==> src/rtl/waypoint_heading_follower_core_assert.svh <==
// assertion macros for the waypoint heading follower
// used by files that check their own logic; needs clk and rst_n in scope
`ifndef WAYPOINT_HEADING_FOLLOWER_CORE_ASSERT_SVH
`define WAYPOINT_HEADING_FOLLOWER_CORE_ASSERT_SVH
`ifndef SYNTH
`define WHF_ASSERT(lbl, prop) \
  lbl: assert property (@(posedge clk) disable iff (!rst_n) prop) \
    else $error("whf assertion failed");
`define WHF_NEVER(lbl, expr) \
  lbl: assert property (@(posedge clk) disable iff (!rst_n) !(expr)) \
    else $error("whf forbidden condition seen");
`else
`define WHF_ASSERT(lbl, prop)
`define WHF_NEVER(lbl, expr)
`endif
`endif

==> src/rtl/whf_pkg.sv <==
// shared types and constants for the waypoint heading follower
// no dependencies; imported by every module of the block
package whf_pkg;

  localparam int COORD_BITS_DEF = 16;
  localparam int ANGLE_BITS_DEF = 16;

  localparam int CORDIC_STEPS = 16;
  localparam int TURN_W       = 32;
  localparam int RADIUS_W     = 32;
  localparam int CFG_IDX_W    = 3;
  localparam int CFG_DATA_W   = 32;
  localparam int SPEED_W      = 8;
  localparam int IDX_W        = 2;
  localparam int WP_NUM       = 3;

  localparam logic [SPEED_W-1:0] CRUISE_SPEED = 8'd128;
  localparam logic [TURN_W-1:0]  HALF_TURN    = 32'h8000_0000;

  // reset values of the configuration registers
  localparam logic [IDX_W-1:0]    WP_COUNT_RST = 2'd3;
  localparam int                  WP0_X_RST    = 1536;
  localparam int                  WP0_Y_RST    = -128;
  localparam int                  WP1_X_RST    = 1536;
  localparam int                  WP1_Y_RST    = 128;
  localparam int                  WP2_X_RST    = 0;
  localparam int                  WP2_Y_RST    = 0;
  localparam logic [RADIUS_W-1:0] RADIUS_RST   = 32'd16384;

  // atan(2^-i) in units of 2^-32 turn
  localparam logic [TURN_W-1:0] TURN_TABLE [CORDIC_STEPS] = '{
    32'd536870912, 32'd316933406, 32'd167458907, 32'd85004756,
    32'd42667331,  32'd21354465,  32'd10680862,  32'd5340245,
    32'd2670163,   32'd1335087,   32'd667544,    32'd333772,
    32'd166886,    32'd83443,     32'd41722,     32'd20861
  };

  typedef enum logic [CFG_IDX_W-1:0] {
    REG_WP_COUNT = 3'd0,
    REG_WP0_X    = 3'd1,
    REG_WP0_Y    = 3'd2,
    REG_WP1_X    = 3'd3,
    REG_WP1_Y    = 3'd4,
    REG_WP2_X    = 3'd5,
    REG_WP2_Y    = 3'd6,
    REG_RADIUS   = 3'd7
  } cfg_reg_t;

endpackage

==> src/rtl/whf_cell.sv <==
// one cordic vectoring cell: a single micro-rotation, registered
// depends on whf_pkg for the angle table
module whf_cell #(
  parameter int W    = 19,
  parameter int STEP = 0
) (
  input  logic                          clk,
  input  logic                          rst_n,
  input  logic                          v_i,
  input  logic signed [W-1:0]           x_i,
  input  logic signed [W-1:0]           y_i,
  input  logic [whf_pkg::TURN_W-1:0]    z_i,
  output logic                          v_o,
  output logic signed [W-1:0]           x_o,
  output logic signed [W-1:0]           y_o,
  output logic [whf_pkg::TURN_W-1:0]    z_o
);
  import whf_pkg::*;

  logic signed [W-1:0]  xs, ys;
  logic signed [W-1:0]  x_nxt, y_nxt;
  logic [TURN_W-1:0]    z_nxt;
  logic                 v_r;
  logic signed [W-1:0]  x_r, y_r;
  logic [TURN_W-1:0]    z_r;

  // arithmetic shift floors
  assign xs = x_i >>> STEP;
  assign ys = y_i >>> STEP;

  always_comb begin
    if (!y_i[W-1]) begin
      x_nxt = x_i + ys;
      y_nxt = y_i - xs;
      z_nxt = z_i + TURN_TABLE[STEP];
    end else begin
      x_nxt = x_i - ys;
      y_nxt = y_i + xs;
      z_nxt = z_i - TURN_TABLE[STEP];
    end
  end

  always_ff @(posedge clk) begin
    if (!rst_n) begin
      v_r <= 1'b0;
    end else begin
      v_r <= v_i;
    end
  end

  always_ff @(posedge clk) begin
    x_r <= x_nxt;
    y_r <= y_nxt;
    z_r <= z_nxt;
  end

  assign v_o = v_r;
  assign x_o = x_r;
  assign y_o = y_r;
  assign z_o = z_r;

endmodule

==> src/rtl/whf_dist.sv <==
// squared distance against the arrival radius, two register stages
// depends on whf_pkg for the radius width
module whf_dist #(
  parameter int COORD_BITS = 16
) (
  input  logic                           clk,
  input  logic signed [COORD_BITS:0]     dx,
  input  logic signed [COORD_BITS:0]     dy,
  input  logic [whf_pkg::RADIUS_W-1:0]   radius,
  output logic                           far
);
  import whf_pkg::*;

  localparam int MAG_W = COORD_BITS + 1;
  localparam int SQ_W  = 2 * MAG_W;
  localparam int SUM_W = SQ_W + 1;
  localparam int CMP_W = (SUM_W > RADIUS_W) ? SUM_W : RADIUS_W;

  logic [MAG_W-1:0] mx, my;
  logic [SQ_W-1:0]  sx_nxt, sy_nxt, sx_r, sy_r;
  logic [SUM_W-1:0] sum;
  logic             far_nxt, far_r;

  assign mx = dx[COORD_BITS] ? (~dx + 1'b1) : dx;
  assign my = dy[COORD_BITS] ? (~dy + 1'b1) : dy;

  assign sx_nxt = SQ_W'(mx) * SQ_W'(mx);
  assign sy_nxt = SQ_W'(my) * SQ_W'(my);

  assign sum     = SUM_W'(sx_r) + SUM_W'(sy_r);
  assign far_nxt = CMP_W'(sum) > CMP_W'(radius);

  always_ff @(posedge clk) begin
    sx_r  <= sx_nxt;
    sy_r  <= sy_nxt;
    far_r <= far_nxt;
  end

  assign far = far_r;

endmodule

==> src/rtl/waypoint_heading_follower_core.sv <==
// top level of the waypoint heading follower: pose in, steering setpoints out
// depends on whf_pkg, whf_cell, whf_dist and the assertion header
`include "waypoint_heading_follower_core_assert.svh"

// Takes one robot pose per beat and steers toward the current waypoint. The
// bearing comes from a row of sixteen cordic cells, one micro-rotation each.
// A pose passes through the offset register, which forms the offset, the
// sixteen cells, the finishing stage, which finishes the angle and the
// arrival test, and the output register. One pose is in work at a time,
// because the waypoint index it may advance is needed by the next one; the
// next pose is taken in the cycle after the result has moved into the output
// register, even if that beat is still waiting downstream, so a new pose is
// never accepted before the last result has left the finishing stage. A
// stalled sink keeps the result in the finishing stage once the output
// register is full, and the input stays blocked until it moves on. On
// arrival speed and rotation are zero and the index moves on unless it is
// at the last waypoint in use. The user must write configuration only while
// idle; the block does not enforce this, and cfg_ready is always high.
module waypoint_heading_follower_core #(
  parameter int COORD_BITS = whf_pkg::COORD_BITS_DEF,
  parameter int ANGLE_BITS = whf_pkg::ANGLE_BITS_DEF
) (
  input  logic                              clk,
  input  logic                              rst_n,
  // in_tdata, low bit up: pos_x, pos_y, robot_heading, zero fill
  input  logic                              in_tvalid,
  output logic                              in_tready,
  input  logic [((2*COORD_BITS+ANGLE_BITS+7)/8)*8-1:0] in_tdata,
  // out_tdata, low bit up: speed_setpoint, turn command, heading_error,
  // target_index, zero fill
  output logic                              out_tvalid,
  input  logic                              out_tready,
  output logic [((2*ANGLE_BITS+10+7)/8)*8-1:0] out_tdata,
  // out_tuser: arrived
  output logic                              out_tuser,
  input  logic                              cfg_valid,
  output logic                              cfg_ready,
  input  logic [whf_pkg::CFG_IDX_W-1:0]     cfg_index,
  input  logic [whf_pkg::CFG_DATA_W-1:0]    cfg_data
);
  import whf_pkg::*;

  localparam int C     = COORD_BITS;
  localparam int A     = ANGLE_BITS;
  localparam int OUT_W = ((2*A+10+7)/8)*8;
  localparam int W     = C + 3;          // cordic datapath, covers gain of the rotation
  localparam int SH    = TURN_W - A;
  localparam logic [TURN_W-1:0] RND = TURN_W'(1) << (SH-1);

  // configuration registers
  logic [IDX_W-1:0]    wp_count_r;
  logic [C-1:0]        wpx_r [WP_NUM];
  logic [C-1:0]        wpy_r [WP_NUM];
  logic [RADIUS_W-1:0] radius_r;

  // control
  logic             busy_r, busy_nxt;
  logic [IDX_W-1:0] idx_r, idx_nxt;
  logic             in_acc, fin_move;

  // offset stage
  logic                 a_v_r;
  logic signed [C:0]    dx_r, dy_r, dx_nxt, dy_nxt;
  logic [A-1:0]         head_r;
  logic [IDX_W-1:0]     tidx_r;
  logic [IDX_W-1:0]     sel;
  logic [C-1:0]         px, py, wx, wy;

  // cell row
  logic                    cv [CORDIC_STEPS+1];
  logic signed [W-1:0]     cx [CORDIC_STEPS+1];
  logic signed [W-1:0]     cy [CORDIC_STEPS+1];
  logic [TURN_W-1:0]       cz [CORDIC_STEPS+1];

  // finishing stage
  logic               far_w, zero_w, adv_w;
  logic [TURN_W-1:0]  zr;
  logic [A-1:0]       ang, err;
  logic [IDX_W-1:0]   count_eff;
  logic               fin_v_r, fin_v_nxt;
  logic [SPEED_W-1:0] fin_speed_r;
  logic [A-1:0]       fin_rot_r, fin_err_r;
  logic               fin_arr_r;
  logic [IDX_W-1:0]   fin_idx_r;

  // output register
  logic               out_v_r, out_v_nxt;
  logic [SPEED_W-1:0] out_speed_r;
  logic [A-1:0]       out_rot_r, out_err_r;
  logic               out_arr_r;
  logic [IDX_W-1:0]   out_idx_r;

  // configuration port, always ready
  assign cfg_ready = 1'b1;

  always_ff @(posedge clk) begin
    if (!rst_n) begin
      wp_count_r <= WP_COUNT_RST;
      wpx_r[0]   <= C'(WP0_X_RST);
      wpy_r[0]   <= C'(WP0_Y_RST);
      wpx_r[1]   <= C'(WP1_X_RST);
      wpy_r[1]   <= C'(WP1_Y_RST);
      wpx_r[2]   <= C'(WP2_X_RST);
      wpy_r[2]   <= C'(WP2_Y_RST);
      radius_r   <= RADIUS_RST;
    end else if (cfg_valid && cfg_ready) begin
      case (cfg_reg_t'(cfg_index))
        REG_WP_COUNT: wp_count_r <= cfg_data[IDX_W-1:0];
        REG_WP0_X:    wpx_r[0]   <= cfg_data[C-1:0];
        REG_WP0_Y:    wpy_r[0]   <= cfg_data[C-1:0];
        REG_WP1_X:    wpx_r[1]   <= cfg_data[C-1:0];
        REG_WP1_Y:    wpy_r[1]   <= cfg_data[C-1:0];
        REG_WP2_X:    wpx_r[2]   <= cfg_data[C-1:0];
        REG_WP2_Y:    wpy_r[2]   <= cfg_data[C-1:0];
        REG_RADIUS:   radius_r   <= cfg_data[RADIUS_W-1:0];
        default: begin
        end
      endcase
    end
  end

  // input side: one pose in work at a time
  assign in_tready = !busy_r;
  assign in_acc    = in_tvalid && in_tready;

  assign px  = in_tdata[C-1:0];
  assign py  = in_tdata[2*C-1:C];

  // an index of 3 never occurs, but would pick the third waypoint
  assign sel = (idx_r > IDX_W'(2)) ? IDX_W'(2) : idx_r;
  assign wx  = wpx_r[sel];
  assign wy  = wpy_r[sel];

  assign dx_nxt = {wx[C-1], wx} - {px[C-1], px};
  assign dy_nxt = {wy[C-1], wy} - {py[C-1], py};

  always_ff @(posedge clk) begin
    if (!rst_n) begin
      a_v_r <= 1'b0;
    end else begin
      a_v_r <= in_acc;
    end
  end

  // offset and heading hold until the next pose, the distance unit and the
  // finishing stage read them late
  always_ff @(posedge clk) begin
    if (in_acc) begin
      dx_r   <= dx_nxt;
      dy_r   <= dy_nxt;
      head_r <= in_tdata[2*C+A-1:2*C];
      tidx_r <= idx_r;
    end
  end

  // distance test on the held offset, settled before the finishing stage reads it
  whf_dist #(
    .COORD_BITS (C)
  ) u_dist (
    .clk    (clk),
    .dx     (dx_r),
    .dy     (dy_r),
    .radius (radius_r),
    .far    (far_w)
  );

  // left half plane: mirror the vector and start from a half turn
  assign cv[0] = a_v_r;
  assign cx[0] = dx_r[C] ? -W'(dx_r) : W'(dx_r);
  assign cy[0] = dx_r[C] ? -W'(dy_r) : W'(dy_r);
  assign cz[0] = dx_r[C] ? HALF_TURN : '0;

  for (genvar k = 0; k < CORDIC_STEPS; k++) begin : g_cell
    whf_cell #(
      .W    (W),
      .STEP (k)
    ) u_cell (
      .clk   (clk),
      .rst_n (rst_n),
      .v_i   (cv[k]),
      .x_i   (cx[k]),
      .y_i   (cy[k]),
      .z_i   (cz[k]),
      .v_o   (cv[k+1]),
      .x_o   (cx[k+1]),
      .y_o   (cy[k+1]),
      .z_o   (cz[k+1])
    );
  end

  // round the turn angle half up to the output width
  assign zero_w    = (dx_r == '0) && (dy_r == '0);
  assign zr        = cz[CORDIC_STEPS] + RND;
  assign ang       = zero_w ? '0 : zr[TURN_W-1:SH];
  assign err       = ang - head_r;
  // a count of zero behaves as one
  assign count_eff = (wp_count_r == '0) ? IDX_W'(1) : wp_count_r;
  assign adv_w     = !far_w && ({1'b0, tidx_r} + 3'd1 < {1'b0, count_eff});

  always_ff @(posedge clk) begin
    if (cv[CORDIC_STEPS]) begin
      fin_speed_r <= far_w ? CRUISE_SPEED : '0;
      fin_rot_r   <= far_w ? ang : '0;
      fin_err_r   <= err;
      fin_arr_r   <= !far_w;
      fin_idx_r   <= tidx_r;
    end
  end

  // result waits in the finishing stage until the output register frees up
  assign fin_move = fin_v_r && (!out_v_r || out_tready);

  always_comb begin
    fin_v_nxt = fin_v_r;
    if (cv[CORDIC_STEPS]) begin
      fin_v_nxt = 1'b1;
    end else if (fin_move) begin
      fin_v_nxt = 1'b0;
    end
  end

  always_comb begin
    busy_nxt = busy_r;
    if (in_acc) begin
      busy_nxt = 1'b1;
    end else if (fin_move) begin
      busy_nxt = 1'b0;
    end
  end

  always_comb begin
    idx_nxt = idx_r;
    if (cv[CORDIC_STEPS] && adv_w) begin
      idx_nxt = tidx_r + IDX_W'(1);
    end
  end

  always_comb begin
    out_v_nxt = out_v_r;
    if (fin_move) begin
      out_v_nxt = 1'b1;
    end else if (out_tready) begin
      out_v_nxt = 1'b0;
    end
  end

  always_ff @(posedge clk) begin
    if (!rst_n) begin
      busy_r  <= 1'b0;
      idx_r   <= '0;
      fin_v_r <= 1'b0;
      out_v_r <= 1'b0;
    end else begin
      busy_r  <= busy_nxt;
      idx_r   <= idx_nxt;
      fin_v_r <= fin_v_nxt;
      out_v_r <= out_v_nxt;
    end
  end

  always_ff @(posedge clk) begin
    if (fin_move) begin
      out_speed_r <= fin_speed_r;
      out_rot_r   <= fin_rot_r;
      out_err_r   <= fin_err_r;
      out_arr_r   <= fin_arr_r;
      out_idx_r   <= fin_idx_r;
    end
  end

  assign out_tvalid = out_v_r;
  assign out_tdata  = OUT_W'({out_idx_r, out_err_r, out_rot_r, out_speed_r});
  assign out_tuser  = out_arr_r;

  // at most one of the offset stage, the end of the cell row and the finishing stage holds a pose
  `WHF_ASSERT(a_one_in_flight, $onehot0({a_v_r, cv[CORDIC_STEPS], fin_v_r}))
  // the end of the row only fires while a pose is owned
  `WHF_ASSERT(a_row_end_busy, cv[CORDIC_STEPS] |-> busy_r)
  // an accepted pose enters the offset stage next cycle
  `WHF_ASSERT(a_accept_enters, in_acc |=> a_v_r)
  // the waypoint index stops at the third waypoint
  `WHF_NEVER(a_idx_range, idx_r == 2'd3)
  // an arrival beat carries zero speed and zero rotation
  `WHF_ASSERT(a_arrival_zero, (out_v_r && out_arr_r) |-> (out_speed_r == '0 && out_rot_r == '0))

endmodule
==> config.mk <==
export PLATFORM = sky130hd
export DESIGN_NAME = waypoint_heading_follower_core
export DESIGN_NICKNAME = d
export VERILOG_FILES = /design/src/rtl/whf_pkg.sv /design/src/rtl/whf_cell.sv /design/src/rtl/whf_dist.sv /design/src/rtl/waypoint_heading_follower_core.sv
export VERILOG_INCLUDE_DIRS = /design/src /design/src/rtl
export SDC_FILE = /design/constraint.sdc
export NUM_CORES = 2
export LEC_CHECK = 0
export BUFFER_PORTS_ARGS = -buffer_cell sky130_fd_sc_hd__buf_2
export CAP_MARGIN = 25
export CORE_UTILIZATION = 40
export DETAILED_ROUTE_END_ITERATION = 8
export GPL_ROUTABILITY_DRIVEN = 1
export PLACE_DENSITY = 0.63
export SLEW_MARGIN = 20
export SYNTH_ARGS = -nofsm -noshare
export SYNTH_HDL_FRONTEND = slang
export SYNTH_SLANG_ARGS = --single-unit
export TNS_END_PERCENT = 1
==> constraint.sdc <==
create_clock -name clk -period 7.91 [get_ports clk]
set_input_delay 1.1865 -clock clk [delete_from_list [all_inputs] [get_ports clk]]
set_output_delay 1.1865 -clock clk [all_outputs]
set_load 0.03 [all_outputs]
; ---- After elaboration in Yosys (flattened, before gate mapping)
; Memory sizes are Yosys's and may differ from the RTL's.
; Cells that the tools add are included.
[totals]
regBits = 1326
latchBits = 0
mem_bits_rw = 96
romBits = 0
inputBits = 88
out_inout_bits = 52
word_cells = 315
memories = 2
[memory_table]
columns = memory, depth, word_bits, read_ports, rd_clocked_by_memory_dff, wr, line_no
row1 = wpx_r, 3, 16, 1, 0, 3, waypoint_heading_follower_core.sv:52  ; logic [C-1:0] wpx_r [WP_NUM];
row2 = wpy_r, 3, 16, 1, 0, 3, waypoint_heading_follower_core.sv:53  ; logic [C-1:0] wpy_r [WP_NUM];
[op_classes]
addsub = 100
mul = 2
div = 0
n_lt_le_gt_ge = 3
eq_ne = 7
shift = 0
mux = 90
bitwise = 8
reduce_logical = 18
[op_table]
columns = cell, n
row1 = $mux W19, 31
row2 = $mux W32, 17
row3 = $mux W16, 7
row4 = $mul A17 B17 Y34, 2
row5 = $add A32 B16 Y32 const B, 2
row6 = $add A19 B10 Y19, 2
row7 = $add A19 B11 Y19, 2
row8 = $add A19 B12 Y19, 2
row9 = $add A19 B13 Y19, 2
row10 = $add A19 B14 Y19, 2
row11 = $add A19 B15 Y19, 2
row12 = $add A19 B16 Y19, 2
row13 = $add A19 B17 Y19, 2
row14 = $add A19 B18 Y19, 2
row15 = $add A19 B6 Y19, 2
row16 = $add A19 B7 Y19, 2
row17 = $add A19 B8 Y19, 2
row18 = $add A19 B9 Y19, 2
row19 = $neg A17 Y19, 2
row20 = $sub A19 B10 Y19, 2
row21 = $sub A19 B11 Y19, 2
row22 = $sub A19 B12 Y19, 2
row23 = $sub A19 B13 Y19, 2
row24 = $sub A19 B14 Y19, 2
row25 = 69 further kinds, 131

; ---- Logic depth before layout (Yosys ltp)
[logic_depth]
depth_word = 6
depth_mapped = 35
mapped_depth_nobuf = 33

; ---- Modules after synthesis
; Synthesis repeated with hierarchy kept, for this count alone.
[hier_totals]
cells_unflattened = 13187
hier_area_um2 = 116471.7
[by_module_without_submodules]
columns = module, n_inst, cells_per_inst, area_per_inst_um2, seq_area_each_um2
row1 = whf_dist, 1, 2233, 19846.5, 1341.3
row2 = waypoint_heading_follower_core, 1, 1139, 12826.1, 7407.1
row3 = whf_cell (g_cell[4].u_cell), 1, 719, 5933.2, 1421.4
row4 = whf_cell (g_cell[3].u_cell), 1, 674, 5703.0, 1421.4
row5 = whf_cell (g_cell[1].u_cell), 1, 632, 5444.0, 1421.4
row6 = whf_cell (g_cell[8].u_cell), 1, 651, 5426.5, 1421.4
row7 = whf_cell (g_cell[6].u_cell), 1, 624, 5367.6, 1421.4
row8 = whf_cell (g_cell[9].u_cell), 1, 619, 5333.9, 1421.4
row9 = whf_cell (g_cell[2].u_cell), 1, 640, 5331.4, 1421.4
row10 = whf_cell (g_cell[12].u_cell), 1, 619, 5227.5, 1421.4
row11 = whf_cell (g_cell[5].u_cell), 1, 616, 5226.3, 1421.4
row12 = whf_cell (g_cell[7].u_cell), 1, 593, 5149.9, 1421.4
row13 = whf_cell (g_cell[11].u_cell), 1, 596, 5132.4, 1421.4
row14 = whf_cell (g_cell[13].u_cell), 1, 589, 5108.6, 1421.4
row15 = 4 more rows, --, --, --, --

; ---- Least setup slack after synthesis
; Ideal clock, no wire load.
[synth_timing]
path_type = register to register
from = reg dx_r[0]
to = reg u_dist.sx_r[33]
setup_time_ps = 118
arrival_ps = 8211
t_required_ps = 7792
setup_slack_ps = -419
path_stages_with_launch = 32
path_buffers = 3
period_less_slack_ps = 8329
cell_sequence = edfxtp_1 -> clkbuf_1 -> inv_1 -> clkbuf_1 -> ha_1 -> or3b_2 -> or4_1 -> or2_1 -> and2_1 -> xor2_1 -> clkbuf_1 -> nand2_1 -> fa_1 -> fa_1 -> inv_1 -> fa_1 -> fa_1 -> fa_1 -> inv_1 -> fa_1 -> inv_1 -> ha_1 -> a2111oi_0 -> o21ai_0 -> o21ai_0 -> o21ai_0 -> a41oi_1 -> a221o_1 -> o21a_1 -> a21oi_1 -> o22a_1 -> xnor2_1
[synth_via]
elab_chain_cells = 4
[synth_rtl]
columns = element, line_no
row1 = from (decl), waypoint_heading_follower_core.sv:63  ; logic signed [C:0] dx_r, dy_r, dx_nxt, dy_nxt;
row2 = from (signal assigned), waypoint_heading_follower_core.sv:149  ; dx_r <= dx_nxt;
row3 = $not A17 Y17, whf_dist.sv:24  ; assign mx = dx[COORD_BITS] ? (~dx + 1'b1) : dx;
row4 = $add A17 B1 Y17, whf_dist.sv:24
row5 = $mux W17 (*), whf_dist.sv:24
row6 = $mul A17 B17 Y34 (*), whf_dist.sv:27  ; assign sx_nxt = SQ_W'(mx) * SQ_W'(mx);
row7 = net u_dist.sx_nxt[33], whf_dist.sv:20  ; logic [SQ_W-1:0] sx_nxt, sy_nxt, sx_r, sy_r;
row8 = to (signal assigned), whf_dist.sv:34  ; sx_r <= sx_nxt;
row9 = to (decl), whf_dist.sv:20
; The timed path passes the listed nets; every way through them passes the cells marked *.
; A chain may end at the register's enable or synchronous reset.

; ---- Worst setup path after layout
[layout_timing]
from = reg dy_r[0]
to = reg u_dist.sy_r[32]
[layout_via]
elab_chain_cells = 4
[layout_rtl]
columns = element, line_no
row1 = from (decl), waypoint_heading_follower_core.sv:63
row2 = from (signal assigned), waypoint_heading_follower_core.sv:150  ; dy_r <= dy_nxt;
row3 = $not A17 Y17, whf_dist.sv:25  ; assign my = dy[COORD_BITS] ? (~dy + 1'b1) : dy;
row4 = $add A17 B1 Y17, whf_dist.sv:25
row5 = $mux W17 (*), whf_dist.sv:25
row6 = $mul A17 B17 Y34 (*), whf_dist.sv:28  ; assign sy_nxt = SQ_W'(my) * SQ_W'(my);
row7 = net u_dist.sy_nxt[32], whf_dist.sv:20
row8 = to (signal assigned), whf_dist.sv:35  ; sy_r <= sy_nxt;
row9 = to (decl), whf_dist.sv:20
; Marks and branches as above.

==> out/results.txt <==
CP required -> 8620 ps
Post-Syn Area -> 0.0993 mm^2
layout filler cell count -> 23799
first-pass GRT wire length -> 414000 um
maxcap violations -> 0
core area -> 0.246 mm^2
worst hold path type -> flop to flop
detailed placement HPWL -> 210000 um
status -> completed
hold_buf cts -> 0
level count of the clock H-tree -> 4
RePlAce Congestion -> 0.928
RSZ-0062 raised after global routing -> true
Worst setup SP type -> flop
register area -> 0.0280 mm^2
Nets -> 13252
share of cells above drive strength 1 -> 0.0699
worst slew pin tran -> 1050 ps
maximum net fanout on the critical path -> 10
DRT iter0 DRCs -> 4744
Slew headroom -> 0.283
drc violations -> 0
CP most frequent cell -> fa_1
fin crit period -> 7760 ps
setup slack, reg-to-reg -> 150 ps
Final Hold Fails -> 0
number of synthesized flops with an enable pin -> 220
boundary pin count -> 140
flops & latches, synth -> 1286
crit path DAT -> 8460 ps
vias per cell -> 5.25
CTS Sinks -> 1286
fmax -> 0.129 GHz
Die Height -> 500 um
routed via count -> 78081
CP Class -> flop to flop
largest net degree at the start of global routing -> 54
Core Rows -> 182
synth unique cells -> 97
gr ovfl total -> 0
final antenna-violating net count -> 0
total wire length -> 257000 um
post-synthesis sequential area ratio -> 0.281
clock skew -> 81.5 ps
initial antenna violation count -> 12
Crit. End Element -> flop
number of global-route vias before repair -> 78684
Layout area overhead -> 11.4%
Critical Path Max Stage Delay -> 570 ps
Yosys warning total -> 0
average routed wire per standard cell -> 17.3 um
final design utilization -> 0.449
GRT Util Overall -> 0.204
Reg clk slew, reported paths -> 60 ps
CTS Root Cell -> clkbuf_16
Clock Path Buffers -> 3
area of the die -> 0.250 mm^2
Slew Viols, Final -> 0
Syn Inst Count -> 11117
top_reg_cell synth -> dfxtp_1
clock tree from TritonCTS -> built
latest clock arrival within the worst-skew pair -> 810 ps
Avg Inst Size Synth -> 8.93 um^2
Tcrit/Tclk final -> 0.980
ys async rst share -> 0
number of port buffers -> 125
# setup viols final -> 0
Initial Utilization -> 0.403
slowest cell on the critical path -> fa_1
Die X -> 500 um
DRT Pass-1 Iters -> 6
area of the multi-input gates -> 0.0670 mm^2
Num CTS Buffers -> 148
worst max-delay path: cells and delay by family, from the launching register on:
kind            cells  cell delay (ps)
simple gates       12             2480
fa+ha+maj           7             3340
compound gates      2              330
flops               1              420
xor+xnor            2              390
buf+inv             6              690
flip-flops by register name, indices dropped and copies added (netlist names), 16 cells and up:
register and cells:
g_cell.u_cell.z_o 425, g_cell.u_cell.y_o 266, g_cell.u_cell.x_o 252, wpx_r 48
wpy_r 48, u_dist.sx_r 33, u_dist.sy_r 33, radius_r 32
dx_r 17, dy_r 17, fin_err_r 16, fin_rot_r 16
g_cell.u_cell.v_o 16, head_r 16, out_err_r 16, out_rot_r 16
per-stage QoR:
step / TNS [ps] / setup WS [ps] / instance area (um^2) / instances / hold slack [ps]
2_1_floorplan: -92.3 / -50.7 / 99500 / 11144 / 310
3_3_place_gp: -1510 / -242 / 105000 / 14584 / 322
3_5_place_dp: -1740 / -270 / 105000 / 14584 / 316
4_1_cts: -10.4 / -10.4 / 110000 / 14847 / 328
5_1_grt: -1040 / -129 / 111000 / 14860 / 339
6_report: 0 / 155 / 111000 / 14864 / 324
final cells by class:
cell class              instances  share of cell area
diodes                          5            0.000113
clock buffers                 190              0.0370
clock inverters                72             0.00822
inverters                    1167              0.0396
multi-input cells            8515               0.606
flip-flops and latches       1286               0.253
well taps                    3312              0.0374
repair buffers                317              0.0194
final timing paths:
kind,from,end,depth (start not counted)
hold / removal,g_cell[10].u_cell.z_o[1]$_DFF_P_,g_cell[11].u_cell.z_o[1]$_DFF_P_,0
setup reg to reg,dy_r[0]$_DFFE_PP_,u_dist.sy_r[32]$_DFF_P_,29
hold reg to reg,g_cell[10].u_cell.z_o[1]$_DFF_P_,g_cell[11].u_cell.z_o[1]$_DFF_P_,0
setup / recovery,dy_r[0]$_DFFE_PP_,u_dist.sy_r[32]$_DFF_P_,29
synthesized netlist by cell type, drive strengths merged, types with 189 or more instances:
library cell / n / share of area
ha: 1301 / 0.16
a21o: 324 / 0.024
a21oi: 834 / 0.042
o21ai: 455 / 0.023
inv: 1157 / 0.044
nor3: 291 / 0.015
edfxtp: 220 / 0.067
dfxtp: 1066 / 0.21
xor2: 369 / 0.033
o21bai: 189 / 0.014
fa: 428 / 0.086
nand2: 757 / 0.029
nor2: 865 / 0.033
xnor2: 795 / 0.070
placed cells by master, fill, tap and decap left out, types with 61 or more instances in the layout:
master / Yosys / layout
a21oi_1: 834 / 826
buf_4: 14 / 181
nand2b_1: 106 / 106
and3_1: 146 / 146
o21bai_1: 189 / 188
nand2_1: 756 / 752
dfxtp_1: 1066 / 1059
o21ai_0: 452 / 437
a31oi_1: 81 / 80
o21a_1: 85 / 85
a21o_1: 324 / 324
xor2_1: 368 / 363
edfxtp_1: 220 / 220
or3_1: 117 / 112
nor3_1: 288 / 285
and2_1: 134 / 132
clkbuf_16: 0 / 149
buf_2: 4 / 125
fa_1: 428 / 418
inv_1: 1154 / 1140
ha_1: 1301 / 1286
xnor2_1: 794 / 789
nor2_1: 865 / 846
nand3_1: 187 / 185
a211oi_1: 115 / 113
nor2b_1: 150 / 148
mux2i_1: 61 / 61
layer usage:
| layer | routed length, um | global-route usage |
|---|---|---|
| met1 | 114000 | 0.253 |
| met2 | 126000 | 0.365 |
| met3 | 9410 | 0.0240 |
| met4 | 8210 | 0.0660 |
| met5 | 57 | 0 |
cell families (layout without fill, tap and decap cells):
kind of cell,after synthesis,in the layout,share of synthesized area
xor+xnor,1164,1164,0.103
fa+ha+maj,1729,1729,0.250
buf+inv,1343,1746,0.0513
mux,84,84,0.00876
other cells,2,34,0.0000756
flops,1286,1286,0.281
simple gates,2975,2975,0.143
compound gates,2534,2534,0.163
timing repair:
action	4_1_cts	5_1_grt
resized for setup	23	108
pin swaps	21	76
endpoints found under the setup margin	17	28
buffers inserted	2	12
Power is not shown: default switching activity piles up to over one toggle a cycle in this logic, so the estimate is an artifact.
